**config.mk**
```make
export PLATFORM = sky130hd
export DESIGN_NAME = encoder_unwrap_speed_estimator
export DESIGN_NICKNAME = d
export VERILOG_FILES = /design/src/rtl/eus_pkg.sv /design/src/rtl/eus_mul.sv /design/src/rtl/eus_div.sv /design/src/rtl/encoder_unwrap_speed_estimator.sv
export SDC_FILE = /design/constraint.sdc
export NUM_CORES = 1
export LEC_CHECK = 0
export CAP_MARGIN = 20
export CORE_MARGIN = 4
export CORE_UTILIZATION = 40
export DETAILED_ROUTE_END_ITERATION = 10
export DONT_BUFFER_PORTS = 1
export GPL_ROUTABILITY_DRIVEN = 0
export PLACE_DENSITY = 0.63
export RECOVER_POWER = 100
export SLEW_MARGIN = 30
export SYNTH_ARGS = -nofsm -noshare
export SYNTH_HDL_FRONTEND = slang
export SYNTH_SLANG_ARGS = --single-unit
```
**constraint.sdc**
```tcl
create_clock -name clk -period 7.1 [get_ports clk]
set_clock_uncertainty 0.2 [all_clocks]
set_input_delay 0.71 -clock clk [delete_from_list [all_inputs] [get_ports clk]]
set_output_delay 0.71 -clock clk [all_outputs]
set_load 0.05 [all_outputs]
```
**src/rtl/eus_pkg.sv**
```systemverilog
// Shared widths, register indexes, direction codes and unit status type
// for the encoder unwrap and speed estimator. No dependencies.
package eus_pkg;

    // Field widths
    localparam int RAW_BITS   = 8;
    localparam int POS_BITS   = 32;
    localparam int TIME_BITS  = 32;
    localparam int STEP_BITS  = 8;
    localparam int GAIN_BITS  = 16;
    localparam int DELTA_BITS = RAW_BITS + 1;
    localparam int MAG_BITS   = RAW_BITS;
    localparam int PROD_BITS  = MAG_BITS + GAIN_BITS;
    localparam int SPEED_BITS = 32;
    localparam int DIR_BITS   = 2;

    // Serial unit step counters
    localparam int MUL_CNT_BITS = $clog2(GAIN_BITS);
    localparam int DIV_CNT_BITS = $clog2(PROD_BITS);

    // Stream packing
    localparam int IN_FIELD_BITS  = RAW_BITS + TIME_BITS;
    localparam int IN_BITS        = ((IN_FIELD_BITS + 7) / 8) * 8;
    localparam int OUT_FIELD_BITS = POS_BITS + DELTA_BITS + TIME_BITS + SPEED_BITS
                                    + DIR_BITS + 1;
    localparam int OUT_BITS       = ((OUT_FIELD_BITS + 7) / 8) * 8;
    localparam int OUT_PAD_BITS   = OUT_BITS - OUT_FIELD_BITS;

    // Configuration port
    localparam int CFG_IDX_BITS  = 8;
    localparam int CFG_DATA_BITS = GAIN_BITS;
    localparam logic [CFG_IDX_BITS-1:0] REG_MAX_STEP   = 8'd0;
    localparam logic [CFG_IDX_BITS-1:0] REG_SPEED_GAIN = 8'd1;
    localparam logic [STEP_BITS-1:0]    MAX_STEP_RST   = 8'd100;
    localparam logic [GAIN_BITS-1:0]    SPEED_GAIN_RST = 16'd256;

    // Direction codes
    localparam logic [DIR_BITS-1:0] DIR_RELEASE  = 2'd0;
    localparam logic [DIR_BITS-1:0] DIR_FORWARD  = 2'd1;
    localparam logic [DIR_BITS-1:0] DIR_BACKWARD = 2'd2;

    // Status of a serial arithmetic unit
    typedef struct packed {
        logic busy;
        logic done;
    } unit_stat_t;

endpackage

```
**src/rtl/eus_mul.sv**
```systemverilog
// Bit-serial shift-add multiplier: one multiplier bit per cycle.
// Depends on eus_pkg.
module eus_mul (
    input  logic                           clk,
    input  logic                           rst_n,
    input  logic                           start,
    input  logic [eus_pkg::MAG_BITS-1:0]   mcand,
    input  logic [eus_pkg::GAIN_BITS-1:0]  mplier,
    output logic [eus_pkg::PROD_BITS-1:0]  product,
    output eus_pkg::unit_stat_t            stat
);

    logic [eus_pkg::MAG_BITS-1:0]     hi_reg, hi_next;
    logic [eus_pkg::GAIN_BITS-1:0]    lo_reg, lo_next;
    logic [eus_pkg::MAG_BITS-1:0]     mcand_reg;
    logic [eus_pkg::MUL_CNT_BITS-1:0] cnt_reg;
    logic                             busy_reg;
    logic                             done_reg;
    logic [eus_pkg::MAG_BITS:0]       sum;
    logic                             last_step;

    // One add of the multiplicand, then shift the product pair right
    always_comb
    begin
        sum       = {1'b0, hi_reg} + (lo_reg[0] ? {1'b0, mcand_reg}
                                                : {(eus_pkg::MAG_BITS+1){1'b0}});
        hi_next   = sum[eus_pkg::MAG_BITS:1];
        lo_next   = {sum[0], lo_reg[eus_pkg::GAIN_BITS-1:1]};
        last_step = cnt_reg == eus_pkg::MUL_CNT_BITS'(eus_pkg::GAIN_BITS - 1);
    end

    // Control
    always_ff @(posedge clk or negedge rst_n)
    begin
        if (!rst_n)
        begin
            busy_reg <= 1'b0;
            done_reg <= 1'b0;
            cnt_reg  <= '0;
        end
        else
        begin
            done_reg <= busy_reg && last_step;
            if (start)
            begin
                busy_reg <= 1'b1;
                cnt_reg  <= '0;
            end
            else if (busy_reg)
            begin
                cnt_reg <= cnt_reg + 1'b1;
                if (last_step)
                    busy_reg <= 1'b0;
            end
        end
    end

    // Datapath
    always_ff @(posedge clk)
    begin
        if (start)
        begin
            hi_reg    <= '0;
            lo_reg    <= mplier;
            mcand_reg <= mcand;
        end
        else if (busy_reg)
        begin
            hi_reg <= hi_next;
            lo_reg <= lo_next;
        end
    end

    assign product   = {hi_reg, lo_reg};
    assign stat.busy = busy_reg;
    assign stat.done = done_reg;

endmodule

```
**src/rtl/eus_div.sv**
```systemverilog
// Restoring divider: one quotient bit per cycle, MSB first.
// Depends on eus_pkg.
module eus_div (
    input  logic                           clk,
    input  logic                           rst_n,
    input  logic                           start,
    input  logic [eus_pkg::PROD_BITS-1:0]  dividend,
    input  logic [eus_pkg::TIME_BITS-1:0]  divisor,
    output logic [eus_pkg::PROD_BITS-1:0]  quotient,
    output eus_pkg::unit_stat_t            stat
);

    logic [eus_pkg::TIME_BITS-1:0]    rem_reg, rem_next;
    logic [eus_pkg::PROD_BITS-1:0]    quo_reg, quo_next;
    logic [eus_pkg::TIME_BITS-1:0]    dvs_reg;
    logic [eus_pkg::DIV_CNT_BITS-1:0] cnt_reg;
    logic                             busy_reg;
    logic                             done_reg;
    logic [eus_pkg::TIME_BITS:0]      shifted;
    logic [eus_pkg::TIME_BITS+1:0]    diff;
    logic                             ge;
    logic                             last_step;

    // Bring down the next dividend bit and try a subtract
    always_comb
    begin
        shifted   = {rem_reg, quo_reg[eus_pkg::PROD_BITS-1]};
        diff      = {1'b0, shifted} - {2'b00, dvs_reg};
        ge        = !diff[eus_pkg::TIME_BITS+1];
        rem_next  = ge ? diff[eus_pkg::TIME_BITS-1:0] : shifted[eus_pkg::TIME_BITS-1:0];
        quo_next  = {quo_reg[eus_pkg::PROD_BITS-2:0], ge};
        last_step = cnt_reg == eus_pkg::DIV_CNT_BITS'(eus_pkg::PROD_BITS - 1);
    end

    // Control
    always_ff @(posedge clk or negedge rst_n)
    begin
        if (!rst_n)
        begin
            busy_reg <= 1'b0;
            done_reg <= 1'b0;
            cnt_reg  <= '0;
        end
        else
        begin
            done_reg <= busy_reg && last_step;
            if (start)
            begin
                busy_reg <= 1'b1;
                cnt_reg  <= '0;
            end
            else if (busy_reg)
            begin
                cnt_reg <= cnt_reg + 1'b1;
                if (last_step)
                    busy_reg <= 1'b0;
            end
        end
    end

    // Datapath
    always_ff @(posedge clk)
    begin
        if (start)
        begin
            rem_reg <= '0;
            quo_reg <= dividend;
            dvs_reg <= divisor;
        end
        else if (busy_reg)
        begin
            rem_reg <= rem_next;
            quo_reg <= quo_next;
        end
    end

    assign quotient  = quo_reg;
    assign stat.busy = busy_reg;
    assign stat.done = done_reg;

endmodule

```
**src/rtl/encoder_unwrap_speed_estimator.sv**
```systemverilog
// Top level of the encoder unwrap and speed estimator.
// Depends on eus_pkg, eus_mul and eus_div.
//
// Usage:
//   s_* carries one sample per request: an encoder reading and a ms timestamp.
//   m_* returns one result per sample: unwrapped position, corrected step,
//   time delta, Q.8 speed, direction and a zero-time flag.
//   cfg_* writes max_step (index 0) and speed_gain (index 1); other indexes
//   are ignored. Write only while no sample is in flight.
// Operation:
//   Unwrap and time delta are formed in the accept cycle. |step| * gain then
//   runs on a bit-serial multiplier (one gain bit per step), and the
//   product is divided by the time delta on a restoring divider (one
//   quotient bit per step); the divide is skipped when the time delta is
//   zero. One sample is in work at a time, so no new sample is accepted
//   until its result has moved to the output register.
// Reset: position and last time clear to zero, registers return to
//   max_step = 100 and speed_gain = 256, no result is pending.
// Stall: the result sits in an output register; a new sample is accepted
//   while it waits, and the finished next result holds until it drains.
module encoder_unwrap_speed_estimator (
    input  logic                              clk,
    input  logic                              rst_n,
    // s_tdata: raw_reading[7:0], sample_time[39:8]
    input  logic                              s_tvalid,
    output logic                              s_tready,
    input  logic [eus_pkg::IN_BITS-1:0]       s_tdata,
    // m_tdata: position[31:0], delta_position[40:32], delta_time[72:41],
    //          speed[104:73], direction[106:105], time_zero[107], zero pad
    output logic                              m_tvalid,
    input  logic                              m_tready,
    output logic [eus_pkg::OUT_BITS-1:0]      m_tdata,
    // configuration write channel
    input  logic                              cfg_valid,
    output logic                              cfg_ready,
    input  logic [eus_pkg::CFG_IDX_BITS-1:0]  cfg_index,
    input  logic [eus_pkg::CFG_DATA_BITS-1:0] cfg_data
);

    typedef enum logic [3:0] {
        S_IDLE = 4'b0001,
        S_MUL  = 4'b0010,
        S_DIV  = 4'b0100,
        S_DONE = 4'b1000
    } state_t;

    state_t state_reg, state_next;

    logic [eus_pkg::STEP_BITS-1:0]  max_step_reg;
    logic [eus_pkg::GAIN_BITS-1:0]  speed_gain_reg;
    logic [eus_pkg::POS_BITS-1:0]   last_pos_reg;
    logic [eus_pkg::TIME_BITS-1:0]  last_time_reg;

    // per-sample work registers
    logic [eus_pkg::POS_BITS-1:0]   pos_reg;
    logic [eus_pkg::DELTA_BITS-1:0] delta_reg;
    logic [eus_pkg::TIME_BITS-1:0]  dt_reg;
    logic [eus_pkg::DIR_BITS-1:0]   dir_reg;
    logic                           neg_reg;
    logic                           tz_reg;

    logic                           m_tvalid_reg;
    logic [eus_pkg::OUT_BITS-1:0]   m_tdata_reg;

    logic                           s_accept;
    logic                           out_free;
    logic                           out_load;
    logic [eus_pkg::RAW_BITS-1:0]   reading;
    logic [eus_pkg::TIME_BITS-1:0]  now;
    logic [eus_pkg::RAW_BITS-1:0]   prev_raw;
    logic [eus_pkg::DELTA_BITS-1:0] d_raw;
    logic [eus_pkg::DELTA_BITS-1:0] mag_raw;
    logic [eus_pkg::DELTA_BITS-1:0] d_sel;
    logic [eus_pkg::DELTA_BITS-1:0] mag_sel;
    logic [eus_pkg::POS_BITS-1:0]   pos_new;
    logic [eus_pkg::TIME_BITS-1:0]  dt_new;
    logic [eus_pkg::DIR_BITS-1:0]   dir_new;

    logic                           div_start;
    logic [eus_pkg::PROD_BITS-1:0]  product;
    logic [eus_pkg::PROD_BITS-1:0]  quotient;
    eus_pkg::unit_stat_t            mul_stat;
    eus_pkg::unit_stat_t            div_stat;
    logic [eus_pkg::SPEED_BITS-1:0] q_ext;
    logic [eus_pkg::SPEED_BITS-1:0] speed;

    assign s_tready  = state_reg == S_IDLE;
    assign s_accept  = s_tvalid && s_tready;
    assign cfg_ready = 1'b1;
    assign out_free  = !m_tvalid_reg || m_tready;
    assign out_load  = (state_reg == S_DONE) && out_free;
    assign div_start = (state_reg == S_MUL) && mul_stat.done && !tz_reg;

    // Unwrap the reading against the low bits of the last position
    always_comb
    begin
        reading  = s_tdata[eus_pkg::RAW_BITS-1:0];
        now      = s_tdata[eus_pkg::RAW_BITS +: eus_pkg::TIME_BITS];
        prev_raw = last_pos_reg[eus_pkg::RAW_BITS-1:0];
        d_raw    = {reading[eus_pkg::RAW_BITS-1], reading}
                 - {prev_raw[eus_pkg::RAW_BITS-1], prev_raw};
        mag_raw  = d_raw[eus_pkg::DELTA_BITS-1] ? -d_raw : d_raw;
        // wrap correction: adding or subtracting one full turn flips the top bit
        if (mag_raw > eus_pkg::DELTA_BITS'(max_step_reg))
            d_sel = {~d_raw[eus_pkg::DELTA_BITS-1], d_raw[eus_pkg::DELTA_BITS-2:0]};
        else
            d_sel = d_raw;
        mag_sel = d_sel[eus_pkg::DELTA_BITS-1] ? -d_sel : d_sel;
        pos_new = last_pos_reg
                + {{(eus_pkg::POS_BITS-eus_pkg::DELTA_BITS){d_sel[eus_pkg::DELTA_BITS-1]}},
                   d_sel};
        dt_new  = now - last_time_reg;
        if (d_sel[eus_pkg::DELTA_BITS-1])
            dir_new = eus_pkg::DIR_BACKWARD;
        else if (|d_sel)
            dir_new = eus_pkg::DIR_FORWARD;
        else
            dir_new = eus_pkg::DIR_RELEASE;
    end

    // Configuration registers and sample history
    always_ff @(posedge clk or negedge rst_n)
    begin
        if (!rst_n)
        begin
            max_step_reg   <= eus_pkg::MAX_STEP_RST;
            speed_gain_reg <= eus_pkg::SPEED_GAIN_RST;
            last_pos_reg   <= '0;
            last_time_reg  <= '0;
        end
        else
        begin
            if (cfg_valid && cfg_index == eus_pkg::REG_MAX_STEP)
                max_step_reg <= cfg_data[eus_pkg::STEP_BITS-1:0];
            if (cfg_valid && cfg_index == eus_pkg::REG_SPEED_GAIN)
                speed_gain_reg <= cfg_data[eus_pkg::GAIN_BITS-1:0];
            if (s_accept)
            begin
                last_pos_reg  <= pos_new;
                last_time_reg <= now;
            end
        end
    end

    // Capture the sample's results that need no arithmetic unit
    always_ff @(posedge clk)
    begin
        if (s_accept)
        begin
            pos_reg   <= pos_new;
            delta_reg <= d_sel;
            dt_reg    <= dt_new;
            dir_reg   <= dir_new;
            neg_reg   <= d_sel[eus_pkg::DELTA_BITS-1];
            tz_reg    <= dt_new == '0;
        end
    end

    // Sequencer
    always_comb
    begin
        state_next = state_reg;
        case (state_reg)
            S_IDLE:
                if (s_accept)
                    state_next = S_MUL;
            S_MUL:
                if (mul_stat.done)
                    state_next = tz_reg ? S_DONE : S_DIV;
            S_DIV:
                if (div_stat.done)
                    state_next = S_DONE;
            S_DONE:
                if (out_free)
                    state_next = S_IDLE;
            default:
                state_next = S_IDLE;
        endcase
    end

    always_ff @(posedge clk or negedge rst_n)
    begin
        if (!rst_n)
            state_reg <= S_IDLE;
        else
            state_reg <= state_next;
    end

    // |step| * gain, then divided by the time delta
    eus_mul u_mul (
        .clk     (clk),
        .rst_n   (rst_n),
        .start   (s_accept),
        .mcand   (mag_sel[eus_pkg::MAG_BITS-1:0]),
        .mplier  (speed_gain_reg),
        .product (product),
        .stat    (mul_stat)
    );

    eus_div u_div (
        .clk      (clk),
        .rst_n    (rst_n),
        .start    (div_start),
        .dividend (product),
        .divisor  (dt_reg),
        .quotient (quotient),
        .stat     (div_stat)
    );

    // Signed speed; the quotient is far below the 32-bit signed limit
    always_comb
    begin
        q_ext = tz_reg ? '0
                       : {{(eus_pkg::SPEED_BITS-eus_pkg::PROD_BITS){1'b0}}, quotient};
        speed = neg_reg ? -q_ext : q_ext;
    end

    // Output register
    always_ff @(posedge clk or negedge rst_n)
    begin
        if (!rst_n)
            m_tvalid_reg <= 1'b0;
        else if (out_load)
            m_tvalid_reg <= 1'b1;
        else if (m_tready)
            m_tvalid_reg <= 1'b0;
    end

    always_ff @(posedge clk)
    begin
        if (out_load)
            m_tdata_reg <= {{eus_pkg::OUT_PAD_BITS{1'b0}}, tz_reg, dir_reg, speed,
                            dt_reg, delta_reg, pos_reg};
    end

    assign m_tvalid = m_tvalid_reg;
    assign m_tdata  = m_tdata_reg;

endmodule

```
* After elaboration in Yosys (flattened, before gate mapping)
Index checks and enable logic that the tools add are counted.
** Word-level totals
- Register bits after elaboration :: 411
- Bits in latches :: 0
- RAM bits :: 0
- ROM bits :: 0
- Input port bits :: 69
- Output and inout bits :: 115
- Logic and storage cells :: 97
- Memories kept :: 0
** Cells by class
- Add/subtract/negate cells :: 10
- Multiply operators :: 0
- Divide/modulo/power cells :: 0
- Order comparisons :: 1
- Eq/ne operators :: 11
- Shift operators :: 0
- Muxes and demuxes :: 30
- Bitwise logic cells :: 1
- Reductions and logical operators :: 19
** Operators with widths (count)
- 24-bit 2-to-1 mux :: 3
- 32-bit 2-to-1 mux :: 2
- 33-bit by 32-bit subtractor with 34-bit output :: 1
- 32-bit adder :: 1
- 32-bit zero test :: 1
- 16-bit 2-to-1 mux :: 2
- 24-bit negation with 32-bit output :: 1
- 32-bit subtractor :: 1
- 4-bit 2-to-1 mux :: 7
- 9-bit 2-to-1 mux :: 2
- 8-bit 2-to-1 mux :: 2
- 4-bit case mux with 4 select lines :: 1
- 5-bit 2-to-1 mux :: 2
- 8-bit by 9-bit adder with 9-bit output :: 1
- 9-bit by 8-bit greater-than comparator with 1-bit output :: 1
- 1-bit 2-to-1 mux :: 9
- 9-bit negation :: 1
- 9-bit OR reduction :: 1
- 8-bit by 8-bit subtractor with 9-bit output :: 1
- 4-bit == test, second input constant :: 2
- 8-bit by 1-bit == test with 1-bit output, second input constant :: 1
- 1-bit logical AND :: 8
- 8-bit zero test :: 1
- 8-bit negation :: 1
- 13 further kinds :: 19

* Longest topological paths before layout
- Depth after elaboration :: 7
- Gate-level depth with buffers :: 32
- Depth with buffers taken out :: 31

* Cells and area by module
From an unflattened synthesis, not the netlist that was laid out.
** Second synthesis, totals
- Cell total of the unflattened synthesis :: 1955
- Area total of the unflattened synthesis :: 21513.1 µm²
** By module, submodules not included
- encoder_unwrap_speed_estimator :: times used 1, cells each 1272, area each 14216.1 µm², seq. area each 7858.8 µm²
- eus_div :: times used 1, cells each 543, area each 5435.2 µm², seq. area each 2497.4 µm²
- eus_mul :: times used 1, cells each 140, area each 1861.8 µm², seq. area each 1031.0 µm²

* Worst setup path before layout
Ideal clock, no wire load.
- Kind :: input to register
- From :: in s_tdata[0] in the netlist's numbering
- To :: reg pos_reg[31] in the netlist's numbering, data pin
- Setup time :: 268 ps
- Data arrival time :: 6794 ps
- Required time :: 6632 ps
- Path slack :: -161 ps
- Stages :: 31
- Path buffers :: 0
- Path through :: inv_1 ha_1 inv_1 fa_1 a211oi_1 nor2_1 or4_1 o311ai_0 inv_1 nor2_1 nand2_1 nand2_1 xnor2_1 ha_1 nand2_1 a211o_1 a21o_1 or2_2 a21boi_4 inv_2 ha_1 o21a_1 a21oi_1 a2bb2oi_1 a211oi_1 a41oi_1 o21ai_1 o41ai_1 o21bai_1 a21oi_1 xnor3_1
** On the way
- Longest elaborated chain between the ends :: 6
- Elaborated cells between the ends (all ways) :: 7
- Those cells by class :: add/sub: 3; order compare: 1; mux: 2; bitwise: 1
** Ends and longest elaborated chain
- start: declaration :: RTL line encoder_unwrap_speed_estimator.sv:27 : input logic [eus_pkg::IN_BITS-1:0] s_tdata,
- 8-bit by 8-bit subtractor with 9-bit output * :: RTL line encoder_unwrap_speed_estimator.sv:101 : - {prev_raw[eus_pkg::RAW_BITS-1], prev_raw};
- net d_raw (one bit) :: RTL line encoder_unwrap_speed_estimator.sv:71 : logic [eus_pkg::DELTA_BITS-1:0] d_raw;
- 9-bit negation :: RTL line encoder_unwrap_speed_estimator.sv:102 : mag_raw = d_raw[eus_pkg::DELTA_BITS-1] ? -d_raw : d_raw;
- 9-bit 2-to-1 mux * :: RTL line encoder_unwrap_speed_estimator.sv:102
- 9-bit by 8-bit greater-than comparator with 1-bit output * :: RTL line encoder_unwrap_speed_estimator.sv:104 : if (mag_raw > eus_pkg::DELTA_BITS'(max_step_reg))
- 9-bit 2-to-1 mux * :: RTL line encoder_unwrap_speed_estimator.sv:104
- net d_sel (one bit) :: RTL line encoder_unwrap_speed_estimator.sv:73 : logic [eus_pkg::DELTA_BITS-1:0] d_sel;
- 32-bit adder * :: RTL line encoder_unwrap_speed_estimator.sv:110 : + {{(eus_pkg::POS_BITS-eus_pkg::DELTA_BITS){d_sel[eus_pkg::DELTA_BITS-1]}},
- net pos_new (one bit) :: RTL line encoder_unwrap_speed_estimator.sv:75 : logic [eus_pkg::POS_BITS-1:0] pos_new;
- end signal: assignment :: RTL line encoder_unwrap_speed_estimator.sv:150 : pos_reg <= pos_new;
- end: declaration :: RTL line encoder_unwrap_speed_estimator.sv:55 : logic [eus_pkg::POS_BITS-1:0] pos_reg;
The timed path passes the listed nets; every way through them passes the cells marked *.
A chain may end at the register's enable or synchronous reset.

* Worst setup path in the final report
- From :: reg last_pos_reg[0] in the netlist's numbering
- To :: reg pos_reg[31] in the netlist's numbering, data pin
** On the way
- Longest elaborated chain between the ends :: 6
- Elaborated cells between the ends (all ways) :: 7
- Those cells by class :: add/sub: 3; order compare: 1; mux: 2; bitwise: 1
** Ends and longest elaborated chain
- start: declaration :: RTL line encoder_unwrap_speed_estimator.sv:51 : logic [eus_pkg::POS_BITS-1:0] last_pos_reg;
- start signal: assignment :: RTL line encoder_unwrap_speed_estimator.sv:139 : last_pos_reg <= pos_new;
- 8-bit by 8-bit subtractor with 9-bit output * :: RTL line encoder_unwrap_speed_estimator.sv:101
- net d_raw (one bit) :: RTL line encoder_unwrap_speed_estimator.sv:71
- 9-bit negation :: RTL line encoder_unwrap_speed_estimator.sv:102
- 9-bit 2-to-1 mux * :: RTL line encoder_unwrap_speed_estimator.sv:102
- 9-bit by 8-bit greater-than comparator with 1-bit output * :: RTL line encoder_unwrap_speed_estimator.sv:104
- 9-bit 2-to-1 mux * :: RTL line encoder_unwrap_speed_estimator.sv:104
- net d_sel (one bit) :: RTL line encoder_unwrap_speed_estimator.sv:73
- 32-bit adder * :: RTL line encoder_unwrap_speed_estimator.sv:110
- net pos_new (one bit) :: RTL line encoder_unwrap_speed_estimator.sv:75
Marks and branches as above.

==> summary.md <==
The run finished, with violations left. The checks that failed: max-capacitance violations, max-slew violations. The initial antenna violation count is 3, and the vias after detailed routing is 14600. The warning count from the yosys run was 0.

The later pin in the worst-skew pair is clocked with a latency of 580 ps. The critical path's slowest cell is sky130_fd_sc_hd__dfrtp_1. The longest individual stage delay on the worst path is 420 ps.

Compared with the post-synthesis result, the final layout area differs by 11.6%. After the first detailed-routing iteration, the DRC count stood at 974. After filler insertion, the fill cell instance count of the layout stands at 4874. The first detailed-routing pass ran for 5 iterations. After detailed routing, the number of vias per cell comes to 5.35. The tools report the maximum ir drop on the vdd rail as 0.246 mV. Largest net degree at the start of global routing: 107. The count of final hold-check violations came out at 0. The floorplan step set the die height to 238 um. Setup violations remaining at the end of the flow were counted as 0.

The run gives 560 as the max-slew violation count. Overall power consumption after layout is estimated at 12.6 mW. For the arrival time at the worst endpoint, the log shows 6760 ps.

The worst setup path is of the flip-flop to flip-flop kind. The register with the most flip-flops in the layout has 108 of them. CTS built an H-tree with a depth of 2.

The path class of the tightest hold or removal check is input port to flip-flop. The worst setup path is launched from a flip-flop. Setup repair after global routing could not meet its margin everywhere. For this design the ratio of total power to cell area is 532 nW/um^2.

Once placement completed, the tool counted placed cells totaling 2637. After synthesis the cells add up to 21200 um^2. For this run, the leading register cell type out of synthesis is sky130_fd_sc_hd__edfxtp_1.

The tree built by TritonCTS fans out to 409 sinks. Proportion of synthesized flip-flops having asynchronous set or reset: 0.259. In this run the horizontal extent of the chip is 238 um. Of all nets on the critical path, the largest fanout is 16. The routed wire length per instance works out to 17.8 um.

The full die area is 56800 um^2, and the HPWL after detailed placement is 34.1 mm. The cell sitting at the root of the clock tree is a sky130_fd_sc_hd__clkbuf_16. The sequential cell area fraction in the yosys report is 0.535. The finished cells cover 23700 um^2. The max-slew headroom at the worst pin came out at -2.38. The ratio of final minimum period to clock period is 0.934. The number of global-route vias before repair is 14400. Counting flops with a built-in enable in the synthesized netlist gives 263. The initialized floorplan defines 84 standard-cell rows. Once detail routing completed, the nets flagged for antenna violations numbered 0. Clock transition at the registers of the reported paths: 60 ps. The element type at the critical path end was a flip-flop. Counting flops and latches in the post-synthesis netlist gives 409.

The run gives 9 as the max-cap violation count. The area of combinational cells with multiple inputs was 9160 um^2; the overall routing resource usage was 0.168. The logs give 2729 for the final cell count without fillers and 9.79 nW for the leakage power summed over all cells. After detailed routing, the total wire length is 48.5 mm. The synthesized area divided by synthesized cell count was 10.7 um^2; the final critical-path required period was 6630 ps. The core region is 52600 um^2.

The sum of overflow across all layers after global routing is 0. For the post-detailed-placement cell area, the log shows 22100 um^2. The setup TNS is 0 ps, and the worst-margin pin slew is 5060 ps.

No sink is reached through more buffers than the 3 on the longest clock path. Synthesis handed over a netlist of 1977 instances. The ratio of cells with drive above 1 in the final layout works out to 0.0716. Counting both buffers and inverters, the worst setup path holds a total of 4. The initial cell density of the core was 0.404; the global-route wire length before repair was 78.2 mm. The total CTS buffers was 46. Cell occurring most often along the worst timing path: sky130_fd_sc_hd__ha_1. In this run, distinct cell masters in the synthesized netlist total 86. In this run the count of I/O pins placed on the die edge is 184. Static timing analysis puts the maximum clock frequency at 151 MHz.

The logs give 7220 ps for the critical path required time and 0 for the number of remaining DRC errors. The cell family with the largest share of critical-path delay was compound AO/OA/AOI/OAI gates. TritonCTS built the clock tree. In the final layout, flip-flops and latches occupy 11400 um^2. At the end of the flow, the number of nets in the layout was 2200.

The count of buffers inserted at the top-level ports came out at 0.
==> metal layers <==
metal  up-vias  wire length [um]  GRT usage  part of all wire
met4         0              1290     0.0510             0.027
met5         -                 0          0                 0
met1      7027             22900      0.235              0.47
met3        73              2750     0.0410             0.057
met2       338             21600      0.261              0.45
li1       7173                 -          -                 -
==> cell families (layout without fill, tap and decap cells) <==
group                      Yosys count  after routing  share of synthesized area
other                                2              6                   0.000354
adders and majority gates          129            129                     0.0779
DFF                                409            409                      0.535
muxes                               58             58                     0.0287
and+or+nand+nor                    616            616                      0.134
xor gates and xnor gates           115            115                     0.0481
AOI/OAI and AO/OA                  462            462                      0.141
buffers and inverters              186            246                     0.0341
==> metrics by stage <==
stage / utilization / hold WS [ps] / worst slack (ps)
3_3_place_gp: 0.420 / 204 / 27.5
3_5_place_dp: 0.420 / 206 / -177
6_report: 0.450 / 48.9 / 469
5_1_grt: 0.450 / 11.8 / -34.0
2_1_floorplan: - / 200 / 149
4_1_cts: 0.452 / 4.59 / 212
==> synthesized netlist by cell type, drive strengths merged (20+ instances only) <==
cell type,instances,area (um^2)
nor2,114,428
nand3,22,110
mux2,23,259
mux2i,35,350
ha,124,1550
dfxtp,40,801
nand2b,22,138
nor3,33,165
and2,20,125
xnor2,72,631
edfxtp,263,7900
nor2b,21,131
o21a,29,218
a21oi,108,548
xor2,42,368
o21ai,138,691
clkbuf,44,165
nand2,292,1100
dfrtp,101,2530
a211oi,24,190
a21o,41,308
inv,122,458
==> layout make-up <==
type,count,share of cell area
diodes,1,0.000106
flip-flops and latches,409,0.480
multi-input cells,1385,0.387
well taps,688,0.0364
repair buffers,37,0.0103
clock inverters,29,0.0132
inverters,123,0.0196
clock buffers,57,0.0535
==> repair_timing <==
action / in CTS / in global routing
endpoints found under the hold margin: 109 / 0
endpoints found under the setup margin: 0 / 4
resized for setup: 0 / 6
hold buffers: 5 / 0
buffers inserted: 0 / 0
==> worst paths after layout <==
| check | startpoint | endpoint | slack [ps] | depth (start not counted) |
|---|---|---|---|---|
| setup / recovery | last_pos_reg[0]$_DFFE_PN0P_ | pos_reg[31]$_DFFE_PP_ | 470 | 29 |
| hold / removal | s_tdata[9] | last_time_reg[1]$_DFFE_PN0P_ | 50 | 2 |
| setup reg to reg | last_pos_reg[0]$_DFFE_PN0P_ | pos_reg[31]$_DFFE_PP_ | 470 | 29 |
| hold reg to reg | pos_reg[28]$_DFFE_PP_ | m_tdata[28]$_DFFE_PP_ | 220 | 0 |
| max in group asynchronous | rst_n | speed_gain_reg[14]$_DFFE_PN0P_ | 1370 | 2 |
| min in group asynchronous | rst_n | last_time_reg[11]$_DFFE_PN0P_ | 2470 | 2 |
==> layout by cell type (no fill, tap or decap), drive strengths merged, types with 20 or more instances in the layout <==
cell type  Yosys  final
o21a          29     29
ha           124    124
nand2        292    292
xor2          42     42
mux2i         35     35
clkinv         1     20
a211oi        24     24
dfrtp        101    101
edfxtp       263    263
nor3          33     33
nor2         114    114
inv          122    125
xnor2         72     72
nand2b        22     22
mux2          23     23
a21oi        108    108
o21ai        138    138
and2          20     20
clkbuf        44     71
nand3         22     22
dfxtp         40     40
nor2b         21     21
a21o          41     41
==> power breakdown <==
part	switching (mW)	internal, mW
Combinational	3.50	2.39
Clock	0.972	1.49
Sequential	0.576	3.67
Total	5.05	7.54
No activity file was read; power rests on OpenSTA's default activity.
